[config.mk]
export PLATFORM = sky130hd
export DESIGN_NAME = pulse_width_to_servo_compare_core
export DESIGN_NICKNAME = d
export VERILOG_FILES = /design/src/sv/pwsc_pkg.sv /design/src/sv/pwsc_regs.sv /design/src/sv/pwsc_meas.sv /design/src/sv/pwsc_div.sv /design/src/sv/pulse_width_to_servo_compare_core.sv
export VERILOG_INCLUDE_DIRS = /design/src /design/src/sv
export SDC_FILE = /design/constraint.sdc
export NUM_CORES = 1
export LEC_CHECK = 0
export BUFFER_PORTS_ARGS = -buffer_cell sky130_fd_sc_hd__buf_2
export CAP_MARGIN = 0
export CORE_ASPECT_RATIO = 1.1
export CORE_MARGIN = 5
export CORE_UTILIZATION = 55
export DETAILED_ROUTE_END_ITERATION = 10
export PLACE_DENSITY = 0.71
export REMOVE_ABC_BUFFERS = 1
export SLEW_MARGIN = 20
export SYNTH_ARGS = -nofsm -noshare
export SYNTH_HDL_FRONTEND = slang
export SYNTH_SLANG_ARGS = --single-unit
[constraint.sdc]
create_clock -name clk -period 8 [get_ports clk]
set_input_delay 0.8 -clock clk [delete_from_list [all_inputs] [get_ports clk]]
set_output_delay 0.8 -clock clk [all_outputs]
set_load 0.02 [all_outputs]
[src/sv/assert_macros.svh]
// Assertion macros used by the top-level RTL file.
`ifndef ASSERT_MACROS_SVH
`define ASSERT_MACROS_SVH
`ifndef NO_ASSERTIONS
// prop must hold at every rising clock edge outside reset
`define ASSERT_AT(label, clk, rst, prop) \
  label: assert property (@(posedge clk) disable iff (rst) prop) \
    else $error("assertion failed");
// cond must never be true outside reset
`define ASSERT_NEVER(label, clk, rst, cond) \
  label: assert property (@(posedge clk) disable iff (rst) !(cond)) \
    else $error("forbidden condition seen");
`else
`define ASSERT_AT(label, clk, rst, prop)
`define ASSERT_NEVER(label, clk, rst, cond)
`endif
`endif

[src/sv/pwsc_pkg.sv]
// Package: widths, register map, types and sequencer states of the servo compare core.
`timescale 1ns / 1ps
package pwsc_pkg;

  localparam int TICK_WIDTH = 16;   // tick counter width, 8..32
  localparam int REG_W      = 16;   // config register and output field width
  localparam int CMP_W      = (TICK_WIDTH + 1 > REG_W) ? TICK_WIDTH + 1 : REG_W;
  localparam int DIV_STEPS  = REG_W;
  localparam int CNT_W      = $clog2(DIV_STEPS + 1);
  localparam int ADDR_W     = 5;
  localparam int DATA_W     = 32;

  localparam logic [2:0] REG_WRAP_LIMIT = 3'd0;
  localparam logic [2:0] REG_IN_LOW     = 3'd1;
  localparam logic [2:0] REG_IN_HIGH    = 3'd2;
  localparam logic [2:0] REG_OUT_LOW    = 3'd3;
  localparam logic [2:0] REG_OUT_HIGH   = 3'd4;

  localparam logic REQ_TICK = 1'b0;
  localparam logic REQ_PIN  = 1'b1;

  typedef struct packed {
    logic [REG_W-1:0] wrap_limit;
    logic [REG_W-1:0] in_low;
    logic [REG_W-1:0] in_high;
    logic [REG_W-1:0] out_low;
    logic [REG_W-1:0] out_high;
  } cfg_t;

  typedef struct packed {
    logic busy;
    logic done;
  } div_stat_t;

  typedef enum logic [2:0] {
    ST_IDLE,
    ST_PREP,
    ST_START,
    ST_DIV,
    ST_DONE
  } state_t;

endpackage

[src/sv/pwsc_regs.sv]
// APB register file holding the wrap limit and the input/output ranges.
`timescale 1ns / 1ps
module pwsc_regs (
  input  logic                            clk,
  input  logic                            rst,
  input  logic                            psel,
  input  logic                            penable,
  input  logic                            pwrite,
  input  logic [pwsc_pkg::ADDR_W-1:0]     paddr,
  input  logic [pwsc_pkg::DATA_W-1:0]     pwdata,
  output logic [pwsc_pkg::DATA_W-1:0]     prdata,
  output logic                            pready,
  output pwsc_pkg::cfg_t                  cfg
);

  logic                          wr_en;
  logic [2:0]                    idx;
  logic [pwsc_pkg::REG_W-1:0]    wval;
  logic [pwsc_pkg::REG_W-1:0]    rval;

  assign pready = 1'b1;
  assign wr_en  = psel && penable && pwrite && pready;
  assign idx    = paddr[4:2];
  assign wval   = pwdata[pwsc_pkg::REG_W-1:0];

  always_ff @(posedge clk) begin
    if (rst) begin
      cfg.wrap_limit <= pwsc_pkg::REG_W'(60000);
      cfg.in_low     <= pwsc_pkg::REG_W'(50);
      cfg.in_high    <= pwsc_pkg::REG_W'(90);
      cfg.out_low    <= pwsc_pkg::REG_W'(1000);
      cfg.out_high   <= pwsc_pkg::REG_W'(5000);
    end else if (wr_en) begin
      case (idx)
        pwsc_pkg::REG_WRAP_LIMIT: cfg.wrap_limit <= wval;
        pwsc_pkg::REG_IN_LOW:     cfg.in_low     <= wval;
        pwsc_pkg::REG_IN_HIGH:    cfg.in_high    <= wval;
        pwsc_pkg::REG_OUT_LOW:    cfg.out_low    <= wval;
        pwsc_pkg::REG_OUT_HIGH:   cfg.out_high   <= wval;
        default: ;
      endcase
    end
  end

  always_comb begin
    case (idx)
      pwsc_pkg::REG_WRAP_LIMIT: rval = cfg.wrap_limit;
      pwsc_pkg::REG_IN_LOW:     rval = cfg.in_low;
      pwsc_pkg::REG_IN_HIGH:    rval = cfg.in_high;
      pwsc_pkg::REG_OUT_LOW:    rval = cfg.out_low;
      pwsc_pkg::REG_OUT_HIGH:   rval = cfg.out_high;
      default:                  rval = '0;
    endcase
  end

  assign prdata = pwsc_pkg::DATA_W'(rval);

endmodule

[src/sv/pwsc_meas.sv]
// Tick counter, rise capture and absolute pulse width measurement.
`timescale 1ns / 1ps
module pwsc_meas (
  input  logic                                clk,
  input  logic                                rst,
  input  logic                                accept,
  input  logic                                req_type,
  input  logic                                pin_level,
  input  logic [pwsc_pkg::REG_W-1:0]          wrap_limit,
  output logic [pwsc_pkg::TICK_WIDTH-1:0]     measured_width
);

  logic [pwsc_pkg::TICK_WIDTH-1:0] tick_count;
  logic [pwsc_pkg::TICK_WIDTH-1:0] rise_tick;
  logic [pwsc_pkg::TICK_WIDTH:0]   tick_inc;
  logic [pwsc_pkg::TICK_WIDTH-1:0] tick_count_next;
  logic [pwsc_pkg::TICK_WIDTH-1:0] width_abs;

  assign tick_inc = {1'b0, tick_count} + 1'b1;

  // past the limit goes back to zero; the top bit drop also wraps at 2^TICK_WIDTH
  assign tick_count_next =
    (pwsc_pkg::CMP_W'(tick_inc) > pwsc_pkg::CMP_W'(wrap_limit)) ?
    '0 : tick_inc[pwsc_pkg::TICK_WIDTH-1:0];

  assign width_abs = (tick_count >= rise_tick) ? tick_count - rise_tick
                                               : rise_tick - tick_count;

  always_ff @(posedge clk) begin
    if (rst) begin
      tick_count     <= '0;
      rise_tick      <= '0;
      measured_width <= '0;
    end else if (accept) begin
      if (req_type == pwsc_pkg::REQ_TICK) begin
        tick_count <= tick_count_next;
      end else if (pin_level) begin
        rise_tick <= tick_count;
      end else if (rise_tick != '0) begin
        measured_width <= width_abs;
      end
    end
  end

endmodule

[src/sv/pwsc_div.sv]
// Restoring divider, one quotient bit per cycle.
`timescale 1ns / 1ps
module pwsc_div (
  input  logic                              clk,
  input  logic                              rst,
  input  logic                              start,
  input  logic [2*pwsc_pkg::REG_W-1:0]      dividend,
  input  logic [pwsc_pkg::REG_W-1:0]        divisor,
  output logic [pwsc_pkg::REG_W-1:0]        quotient,
  output pwsc_pkg::div_stat_t               stat
);

  logic [pwsc_pkg::REG_W-1:0] rem;
  logic [pwsc_pkg::REG_W-1:0] dq;      // low dividend bits shift out, quotient bits shift in
  logic [pwsc_pkg::CNT_W-1:0] cnt;
  logic                       busy;
  logic                       done;
  logic [pwsc_pkg::REG_W:0]   trial;
  logic [pwsc_pkg::REG_W:0]   diff;
  logic                       qbit;

  // high half is below the divisor since the quotient fits REG_W bits
  assign trial = {rem, dq[pwsc_pkg::REG_W-1]};
  assign diff  = trial - {1'b0, divisor};
  assign qbit  = !diff[pwsc_pkg::REG_W];

  always_ff @(posedge clk) begin
    if (rst) begin
      busy <= 1'b0;
      done <= 1'b0;
      cnt  <= '0;
    end else if (start) begin
      busy <= 1'b1;
      done <= 1'b0;
      cnt  <= pwsc_pkg::CNT_W'(pwsc_pkg::DIV_STEPS);
    end else if (busy) begin
      cnt <= cnt - 1'b1;
      if (cnt == pwsc_pkg::CNT_W'(1)) begin
        busy <= 1'b0;
        done <= 1'b1;
      end
    end else begin
      done <= 1'b0;
    end
  end

  always_ff @(posedge clk) begin
    if (start) begin
      rem <= dividend[2*pwsc_pkg::REG_W-1:pwsc_pkg::REG_W];
      dq  <= dividend[pwsc_pkg::REG_W-1:0];
    end else if (busy) begin
      rem <= qbit ? diff[pwsc_pkg::REG_W-1:0] : trial[pwsc_pkg::REG_W-1:0];
      dq  <= {dq[pwsc_pkg::REG_W-2:0], qbit};
    end
  end

  assign quotient  = dq;
  assign stat.busy = busy;
  assign stat.done = done;

endmodule

[src/sv/pulse_width_to_servo_compare_core.sv]
// Top level: pulse width capture and linear map to a servo compare value.
//
// Channel   Dir  Handshake           Payload
// s_*       in   s_tvalid/s_tready   s_tuser[0] req_type, s_tdata[0] pin_level
// m_*       out  m_tvalid/m_tready   m_tdata[15:0] compare_value, [31:16] pulse_ticks
// APB       in   psel&penable&pwrite registers at byte address 4*index
//
// Sequence per request: the accept edge updates the measurement, then PREP
// registers the clamped magnitudes, START loads the product into the divider,
// DIV waits for the divider's done flag and DONE loads the output register.
// Only an idle sequencer accepts; the output register holds a result while the
// next request is worked, and a full output register holds the sequencer in DONE.
// rst is synchronous and clears the counters, the sequencer and the output valid.
`timescale 1ns / 1ps
`include "assert_macros.svh"
module pulse_width_to_servo_compare_core (
  input  logic                              clk,
  input  logic                              rst,
  // request in
  input  logic                              s_tvalid,
  output logic                              s_tready,
  input  logic [7:0]                        s_tdata,   // [0] pin_level, [7:1] zero
  input  logic [0:0]                        s_tuser,   // [0] req_type
  // result out
  output logic                              m_tvalid,
  input  logic                              m_tready,
  output logic [31:0]                       m_tdata,   // [15:0] compare_value, [31:16] pulse_ticks
  // configuration
  input  logic                              psel,
  input  logic                              penable,
  input  logic                              pwrite,
  input  logic [pwsc_pkg::ADDR_W-1:0]       paddr,
  input  logic [pwsc_pkg::DATA_W-1:0]       pwdata,
  output logic [pwsc_pkg::DATA_W-1:0]       prdata,
  output logic                              pready
);

  localparam int W = pwsc_pkg::REG_W;

  pwsc_pkg::cfg_t                      cfg;
  pwsc_pkg::state_t                    state;
  pwsc_pkg::state_t                    state_next;
  pwsc_pkg::div_stat_t                 div_stat;

  logic                                accept;
  logic                                div_start;
  logic                                out_load;

  logic [pwsc_pkg::TICK_WIDTH-1:0]     measured_width;

  // clamp and sign/magnitude split
  logic [W-1:0]                        x_clamp;
  logic [W:0]                          a_s;
  logic [W:0]                          d_s;
  logic [W:0]                          s_s;
  logic [W:0]                          a_n;
  logic [W:0]                          d_n;
  logic [W:0]                          s_n;
  logic [W-1:0]                        a_mag;
  logic [W-1:0]                        d_mag;
  logic [W-1:0]                        s_mag;

  logic [W-1:0]                        a_mag_q;
  logic [W-1:0]                        d_mag_q;
  logic [W-1:0]                        s_mag_q;
  logic                                neg_q;
  logic                                zero_q;

  logic [2*W-1:0]                      product;
  logic [W-1:0]                        quotient;
  logic [W-1:0]                        q_signed;
  logic [W-1:0]                        compare_value;

  assign accept = s_tvalid && s_tready;

  pwsc_regs u_regs (
    .clk     (clk),
    .rst     (rst),
    .psel    (psel),
    .penable (penable),
    .pwrite  (pwrite),
    .paddr   (paddr),
    .pwdata  (pwdata),
    .prdata  (prdata),
    .pready  (pready),
    .cfg     (cfg)
  );

  pwsc_meas u_meas (
    .clk            (clk),
    .rst            (rst),
    .accept         (accept),
    .req_type       (s_tuser[0]),
    .pin_level      (s_tdata[0]),
    .wrap_limit     (cfg.wrap_limit),
    .measured_width (measured_width)
  );

  // Clamp: above in_high wins first, then below in_low. With inverted
  // bounds this leaves either in_high or in_low, never a value between.
  always_comb begin
    if (pwsc_pkg::CMP_W'(measured_width) > pwsc_pkg::CMP_W'(cfg.in_high)) begin
      x_clamp = cfg.in_high;
    end else if (pwsc_pkg::CMP_W'(measured_width) < pwsc_pkg::CMP_W'(cfg.in_low)) begin
      x_clamp = cfg.in_low;
    end else begin
      x_clamp = W'(measured_width);
    end
  end

  assign a_s   = {1'b0, x_clamp}      - {1'b0, cfg.in_low};
  assign d_s   = {1'b0, cfg.out_high} - {1'b0, cfg.out_low};
  assign s_s   = {1'b0, cfg.in_high}  - {1'b0, cfg.in_low};
  assign a_n   = -a_s;
  assign d_n   = -d_s;
  assign s_n   = -s_s;
  assign a_mag = a_s[W] ? a_n[W-1:0] : a_s[W-1:0];
  assign d_mag = d_s[W] ? d_n[W-1:0] : d_s[W-1:0];
  assign s_mag = s_s[W] ? s_n[W-1:0] : s_s[W-1:0];

  always_ff @(posedge clk) begin
    if (state == pwsc_pkg::ST_PREP) begin
      a_mag_q <= a_mag;
      d_mag_q <= d_mag;
      s_mag_q <= s_mag;
      neg_q   <= a_s[W] ^ d_s[W] ^ s_s[W];
      zero_q  <= (s_s == '0);
    end
  end

  // single 16x16 product, registered inside the divider on load
  assign product = a_mag_q * d_mag_q;

  pwsc_div u_div (
    .clk      (clk),
    .rst      (rst),
    .start    (div_start),
    .dividend (product),
    .divisor  (s_mag_q),
    .quotient (quotient),
    .stat     (div_stat)
  );

  // truncation toward zero: divide magnitudes, then apply the sign
  assign q_signed      = neg_q ? -quotient : quotient;
  assign compare_value = zero_q ? cfg.out_low : q_signed + cfg.out_low;

  // sequencer: next state
  always_comb begin
    state_next = state;
    case (state)
      pwsc_pkg::ST_IDLE:  if (accept) state_next = pwsc_pkg::ST_PREP;
      pwsc_pkg::ST_PREP:  state_next = pwsc_pkg::ST_START;
      pwsc_pkg::ST_START: state_next = pwsc_pkg::ST_DIV;
      pwsc_pkg::ST_DIV:   if (div_stat.done) state_next = pwsc_pkg::ST_DONE;
      pwsc_pkg::ST_DONE:  if (!m_tvalid || m_tready) state_next = pwsc_pkg::ST_IDLE;
      default:            state_next = pwsc_pkg::ST_IDLE;
    endcase
  end

  // sequencer: outputs
  always_comb begin
    s_tready  = 1'b0;
    div_start = 1'b0;
    out_load  = 1'b0;
    case (state)
      pwsc_pkg::ST_IDLE:  s_tready  = 1'b1;
      pwsc_pkg::ST_START: div_start = 1'b1;
      pwsc_pkg::ST_DONE:  out_load  = !m_tvalid || m_tready;
      default: ;
    endcase
  end

  always_ff @(posedge clk) begin
    if (rst) begin
      state <= pwsc_pkg::ST_IDLE;
    end else begin
      state <= state_next;
    end
  end

  // output register
  always_ff @(posedge clk) begin
    if (rst) begin
      m_tvalid <= 1'b0;
    end else if (out_load) begin
      m_tvalid <= 1'b1;
    end else if (m_tready) begin
      m_tvalid <= 1'b0;
    end
  end

  always_ff @(posedge clk) begin
    if (out_load) begin
      m_tdata <= {W'(measured_width), compare_value};
    end
  end

  `ASSERT_AT(a_accept_to_prep, clk, rst, accept |=> state == pwsc_pkg::ST_PREP)
  `ASSERT_NEVER(a_div_done_out_of_seq, clk, rst, div_stat.done && state != pwsc_pkg::ST_DIV)
  `ASSERT_AT(a_div_running, clk, rst, state == pwsc_pkg::ST_DIV |-> div_stat.busy || div_stat.done)

endmodule

======== Word-level counts from Yosys, hierarchy flattened ========
Cells that the tools add are included.
cells by class
  add/sub/neg operators ................... 13
  multipliers ............................. 1
  divide/modulo/power cells ............... 0
  $lt $le $gt $ge ......................... 4
  equal/unequal tests ..................... 12
  shifts and indexed selects .............. 0
  mux-type cells .......................... 29
  bitwise gates (word level) .............. 5
  reductions and logical operators ........ 23
operator list
  cell                     number
  $mux W16                 14
  $pmux W16 S5             1
  $neg A16 Y16             4
  $sub A16 B16 Y17         3
  $mul A16 B16 Y32         1
  $sub A16 B16 Y16         2
  $add A16 B1 Y17 const B  1
  $gt A17 B16 Y1           1
  $logic_not A17 Y1        1
  $sub A17 B16 Y17         1
  $add A16 B16 Y16         1
  $ge A16 B16 Y1           1
  $gt A16 B16 Y1           1
  $lt A16 B16 Y1           1
  $reduce_bool A16 Y1      1
  $pmux W3 S5              1
  $eq A3 B2 Y1 const B     4
  $reduce_and A2 Y1        6
  $mux W5                  2
  $mux W3                  3
  $mux W1                  8
  $eq A3 B1 Y1 const B     2
  $eq A3 B3 Y1 const B     2
  $logic_not A3 Y1         2
  14 further kinds         23
storage, ports and cells
  register bits after elaboration ......... 253
  latch bits .............................. 0
  memory bits (writable) .................. 0
  ROM bits ................................ 0
  input bits .............................. 53
  output and inout bits ................... 67
  word-level logic and storage cells ...... 109
  memories ................................ 0

======== Longest topological paths before layout ========
  depth in word-level cells ............... 6
  depth in mapped cells ................... 24
  gate-level depth less buffers ........... 23

======== By module ========
A second synthesis with hierarchy kept.
unflattened totals
  cells, all modules ...................... 3089
  area, all modules ....................... 27515.1 sq um
modules (own cells, without submodules)
  module                             instances  cells an instance  area an instance (sq um)  sequential area each (sq um)
  pulse_width_to_servo_compare_core  1          1843               16547.1                   2542.4
  pwsc_meas                          1          537                4139.0                    960.9
  pwsc_regs                          1          399                3921.3                    1601.5
  pwsc_div                           1          310                2907.8                    1101.1

======== Least setup slack after synthesis ========
Ideal clock, no wire load.
  path kind ............................... reg2reg
  start point ............................. reg a_mag_q[12]
  end point ............................... reg u_div.rem[12] in the netlist's numbering (data pin)
  library setup time ...................... 0.256 ns
  data arrival time ....................... 6.034 ns
  required time ........................... 7.744 ns
  slack ................................... 1.711 ns
  cell stages (with the launch flop) ...... 22
  path buffers ............................ 1
  clock period less this slack ............ 6.289 ns
  cells stage by stage .................... edfxtp_1 clkbuf_1 nand2_1 fa_1 fa_1 fa_1 inv_1 fa_1 fa_1 inv_1 fa_1 inv_1 ha_1 a21o_1 or3_1 a31o_2 a311oi_1 a21oi_1 nand3_1 a21boi_1 or4_1 o211a_1
on the way
  longest elaborated chain between the ends .. 2
ends and longest elaborated chain
  element                 line                                      source
  from (decl)             pulse_width_to_servo_compare_core.sv:63   logic [W-1:0] a_mag_q;
  from (signal assigned)  pulse_width_to_servo_compare_core.sv:123  a_mag_q <= a_mag;
  $mul A16 B16 Y32        pulse_width_to_servo_compare_core.sv:132  assign product = a_mag_q * d_mag_q;
  $mux W16                pwsc_div.sv:48                            if (start) begin
  to (signal assigned)    pwsc_div.sv:49                            rem <= dividend[2*pwsc_pkg::REG_W-1:pwsc_pkg::REG_W];
  to (signal assigned)    pwsc_div.sv:52                            rem <= qbit ? diff[pwsc_pkg::REG_W-1:0] : trial[pwsc_pkg::REG_W-1:0];
  to (decl)               pwsc_div.sv:13                            logic [pwsc_pkg::REG_W-1:0] rem;
Every way passes these cells.
A chain may end at the register's enable or synchronous reset.

======== Final worst setup path ========
  start point ............................. reg a_mag_q[9]
  end point ............................... reg u_div.rem[12] in the netlist's numbering (data pin)
The elaborated chain is that of the path after synthesis.

==> run_results.csv <==
group,metric,value,unit
critical_path,cpMostUsedCell,"fa_1",
routing,num_vias,21967,
sta,rsz0062_at_grt,"no",
yosys,syn_area,26540,um2
global_routing,grt_max_degree,61,
critical_path,cp.arrival,7.63,ns
sta,fin_setup_tns,0,ns
sta,skew,0.02629,ns
yosys,synth_warnings,0,
routing,vias_per_cell,5.818,
cts,cts.path.max_buffers,3,
finish,final_cell_mix,"nand2_1 (474), inv_1 (381), ha_1 (268)",
yosys,synth_edf_count,114,
critical_path,crit_slowest_cell,"edfxtp_1",
die,dieHeight,240.4,um
sta,slew_viol_final,0,
cts,ctsRootBufferMaster,"clkbuf_16",
cts,htreeDepth,1,
place,placed_cells,3725,
flow_run,cap_violations,0,
routing,drc_errors,0,
die,start_util,0.5550,
cts,cts_tree,"built",
sta,hold_violations,0,
cts,post_cts_buffers,0,
power_and_ir_drop,power_density,460.4,nW/um2
routing,ant_nets,0,
routing,wl_per_cell,18.95,um
global_routing,antenna_found_initial,0,
sta,layout_min_cycle_time,7.306,ns
cts,path_clk_slew,0.06,ns
critical_path,path_cells,"and2_1 > fa_1 > inv_1 > fa_1 > fa_1 > inv_1 > fa_1 > fa_1 > inv_1 > fa_1 > inv_1 > ha_1 > a21o_1 > or3_1 > a31o_2 > a311oi_1 > a21oi_1 > nand3_1 > a21boi_1 > or4_1 > o211a_1",
yosys,ys_seq_area_frac,0.2338,
cts,numCtsBuffers,27,
routing,first_iter_violations,1411,
die,dieArea,52750,um2
finish,final_common_cell,"nand2_1",
yosys,avgSynthCellArea,8.550,um2
place,io_buffers,77,
finish,drive_gt1_frac,0.05781,
sta,hold_ws,0.4793,ns
critical_path,critPathMaxStageDelay,0.69,ns
critical_path,path_class,"reg -> reg",
global_routing,grt_pass1_wl,114800,um
finish,area_growth,6.619,%
die,fp-row-count,84,
routing,routed_wl,71560,um
place,place_congestion,0.9769,
run_status,status,"completed",
sta,finalSetupViolations,0,
die,io_pins,120,
critical_path,cp_top_family,"adder cells",
cts,clkSinkCount,253,
sta,post-route-period-util,0.9133,
critical_path,start_kind,"flop",
cts,cts_resized,0,
die,dieWidth,219.5,um
sta,max_slew_margin,0.2162,
hold_path,holdCritPathClass,"reg -> reg",
critical_path,crit_fanout,16,
global_routing,grt_usage,0.2689,
yosys,synthFlopType,"dfxtp_1",
yosys,synth_cells,3104,
place,dp_hpwl,56750,um
routing,dr.pass1.iters,5,
critical_path,end_kind,"flop",
die,design.core.area,47820,um2
power_and_ir_drop,leakage,0.01271,uW
finish,fin_cells,3776,
finish,diodes,0,
critical_path,worst-path-buf-inv,4,
critical_path,required,8.32,ns
yosys,ys_ff_latch,253,
yosys,synth.distinct_cells,90,
sta,worst_pin_slew,1.159,ns
cts,cts_hold_buffers,0,
global_routing,grt_overflow,0,
sta,max_freq,0.1369,GHz
finish,nets,3632,
global_routing,grt_pass1_vias,22034,
power_and_ir_drop,ir_drop,728.4,uV
yosys,ys_async_sr_fraction,0,
cts,insertion_delay,0.58,ns
## state kept, by name, indices dropped and copies added (netlist names), 16 cells and up
register / count
u_regs.cfg: 80
m_tdata: 32
a_mag_q: 16
d_mag_q: 16
s_mag_q: 16
u_div.quotient: 16
u_div.rem: 16
u_meas.measured_width: 16
u_meas.rise_tick: 16
u_meas.tick_count: 16
## stage by stage
stage | area (um2) | utilization | setup slack [ns] | power [uW]
2_1_floorplan | 25990 | - | 1.732 | 9092
6_report | 28300 | 0.5917 | 0.6936 | 13030
4_1_cts | 28260 | 0.5910 | 0.7231 | 13090
3_5_place_dp | 27390 | 0.5728 | 0.7304 | 11720
5_1_grt | 28300 | 0.5917 | 0.5410 | 14310
3_3_place_gp | 27390 | 0.5728 | 0.7670 | 11500
## cell families after synthesis
kind of cell             synth area share
AO/OA/AOI/OAI                      0.1565
buffers and inverters             0.07694
other                           0.0002830
AND/OR/NAND/NOR                    0.1722
adder cells (fa/ha/maj)            0.2780
XOR/XNOR                          0.05379
flip-flops                         0.2338
multiplexers                      0.02852
## worst reg2reg max path: stages, from the launching register on
cell and delay, ns:
edfxtp_1 0.69, and2_1 0.32, fa_1 0.53, inv_1 0.05, fa_1 0.46, fa_1 0.52, inv_1 0.06, fa_1 0.50
fa_1 0.50, inv_1 0.05, fa_1 0.51, inv_1 0.06, ha_1 0.33, a21o_1 0.23, or3_1 0.32, a31o_2 0.26
a311oi_1 0.64, a21oi_1 0.30, nand3_1 0.15, a21boi_1 0.08, or4_1 0.39, o211a_1 0.12
## per-layer routing
metal / up-vias / GRT usage / share of wire
li1: 10497 / - / -
met1: 10634 / 0.3337 / 0.40
met2: 668 / 0.4708 / 0.49
met3: 168 / 0.02506 / 0.055
met4: 0 / 0.1306 / 0.058
met5: - / 0 / 0
## final timing paths
| kind | from | end | slack, ns | depth (start not counted) |
|---|---|---|---|---|
| worst max register to register | a_mag_q[9] | u_div.rem[12] | 0.69 | 21 |
| worst max-delay path | a_mag_q[9] | u_div.rem[12] | 0.69 | 21 |
| worst min register to register | u_regs.cfg[0] | u_regs.cfg[0] | 0.48 | 2 |
| worst min-delay path | u_regs.cfg[0] | u_regs.cfg[0] | 0.48 | 2 |
## layout make-up
cell class                      instances  area (um2)
Tap cell                              645       807.0
Fill cell                            4233       19520
Sequential cell                       253        6206
Timing Repair Buffer                  100       580.6
Inverter                              383        1438
Multi-Input combinational cell       2345       18400
Clock inverter                         12       92.59
Clock buffer                           38       778.2
## Yosys cell counts (all sizes together), types with 6 or more instances
| cell type | count | area share |
|---|---|---|
| and3 | 13 | 0.0031 |
| and2 | 123 | 0.029 |
| a21oi | 199 | 0.038 |
| nor2b | 18 | 0.0042 |
| o211ai | 32 | 0.0092 |
| o31ai | 17 | 0.0053 |
| o21a | 32 | 0.0091 |
| inv | 383 | 0.054 |
| or2 | 6 | 0.0014 |
| a31o | 6 | 0.0020 |
| dfxtp | 139 | 0.10 |
| nor3b | 8 | 0.0023 |
| or4 | 8 | 0.0024 |
| a221o | 15 | 0.0057 |
| ha | 268 | 0.13 |
| edfxtp | 114 | 0.13 |
| buf | 27 | 0.0071 |
| clkbuf | 111 | 0.016 |
| a211o | 7 | 0.0023 |
| xor2 | 46 | 0.015 |
| nor4 | 14 | 0.0033 |
| fa | 201 | 0.15 |
| nand3 | 47 | 0.0089 |
| o21ai | 124 | 0.024 |
| a22oi | 13 | 0.0037 |
| or3 | 16 | 0.0040 |
| nand2 | 474 | 0.067 |
| a21o | 62 | 0.018 |
| o2111ai | 8 | 0.0026 |
| mux2 | 11 | 0.0047 |
| nand4 | 21 | 0.0050 |
| xnor2 | 117 | 0.039 |
| o21bai | 14 | 0.0041 |
| mux2i | 61 | 0.023 |
| a31oi | 25 | 0.0061 |
| a21boi | 10 | 0.0028 |
| a311oi | 8 | 0.0026 |
| nor3 | 44 | 0.0083 |
| nor2 | 151 | 0.021 |
| a41oi | 10 | 0.0033 |
| a211oi | 21 | 0.0059 |
| nand2b | 22 | 0.0052 |
## report_power, final
group	switching, uW	internal (uW)
registers	162	1570
clock network	555	685
logic	5930	4130
total	6650	6380
No activity file was read; power rests on OpenSTA's default activity.
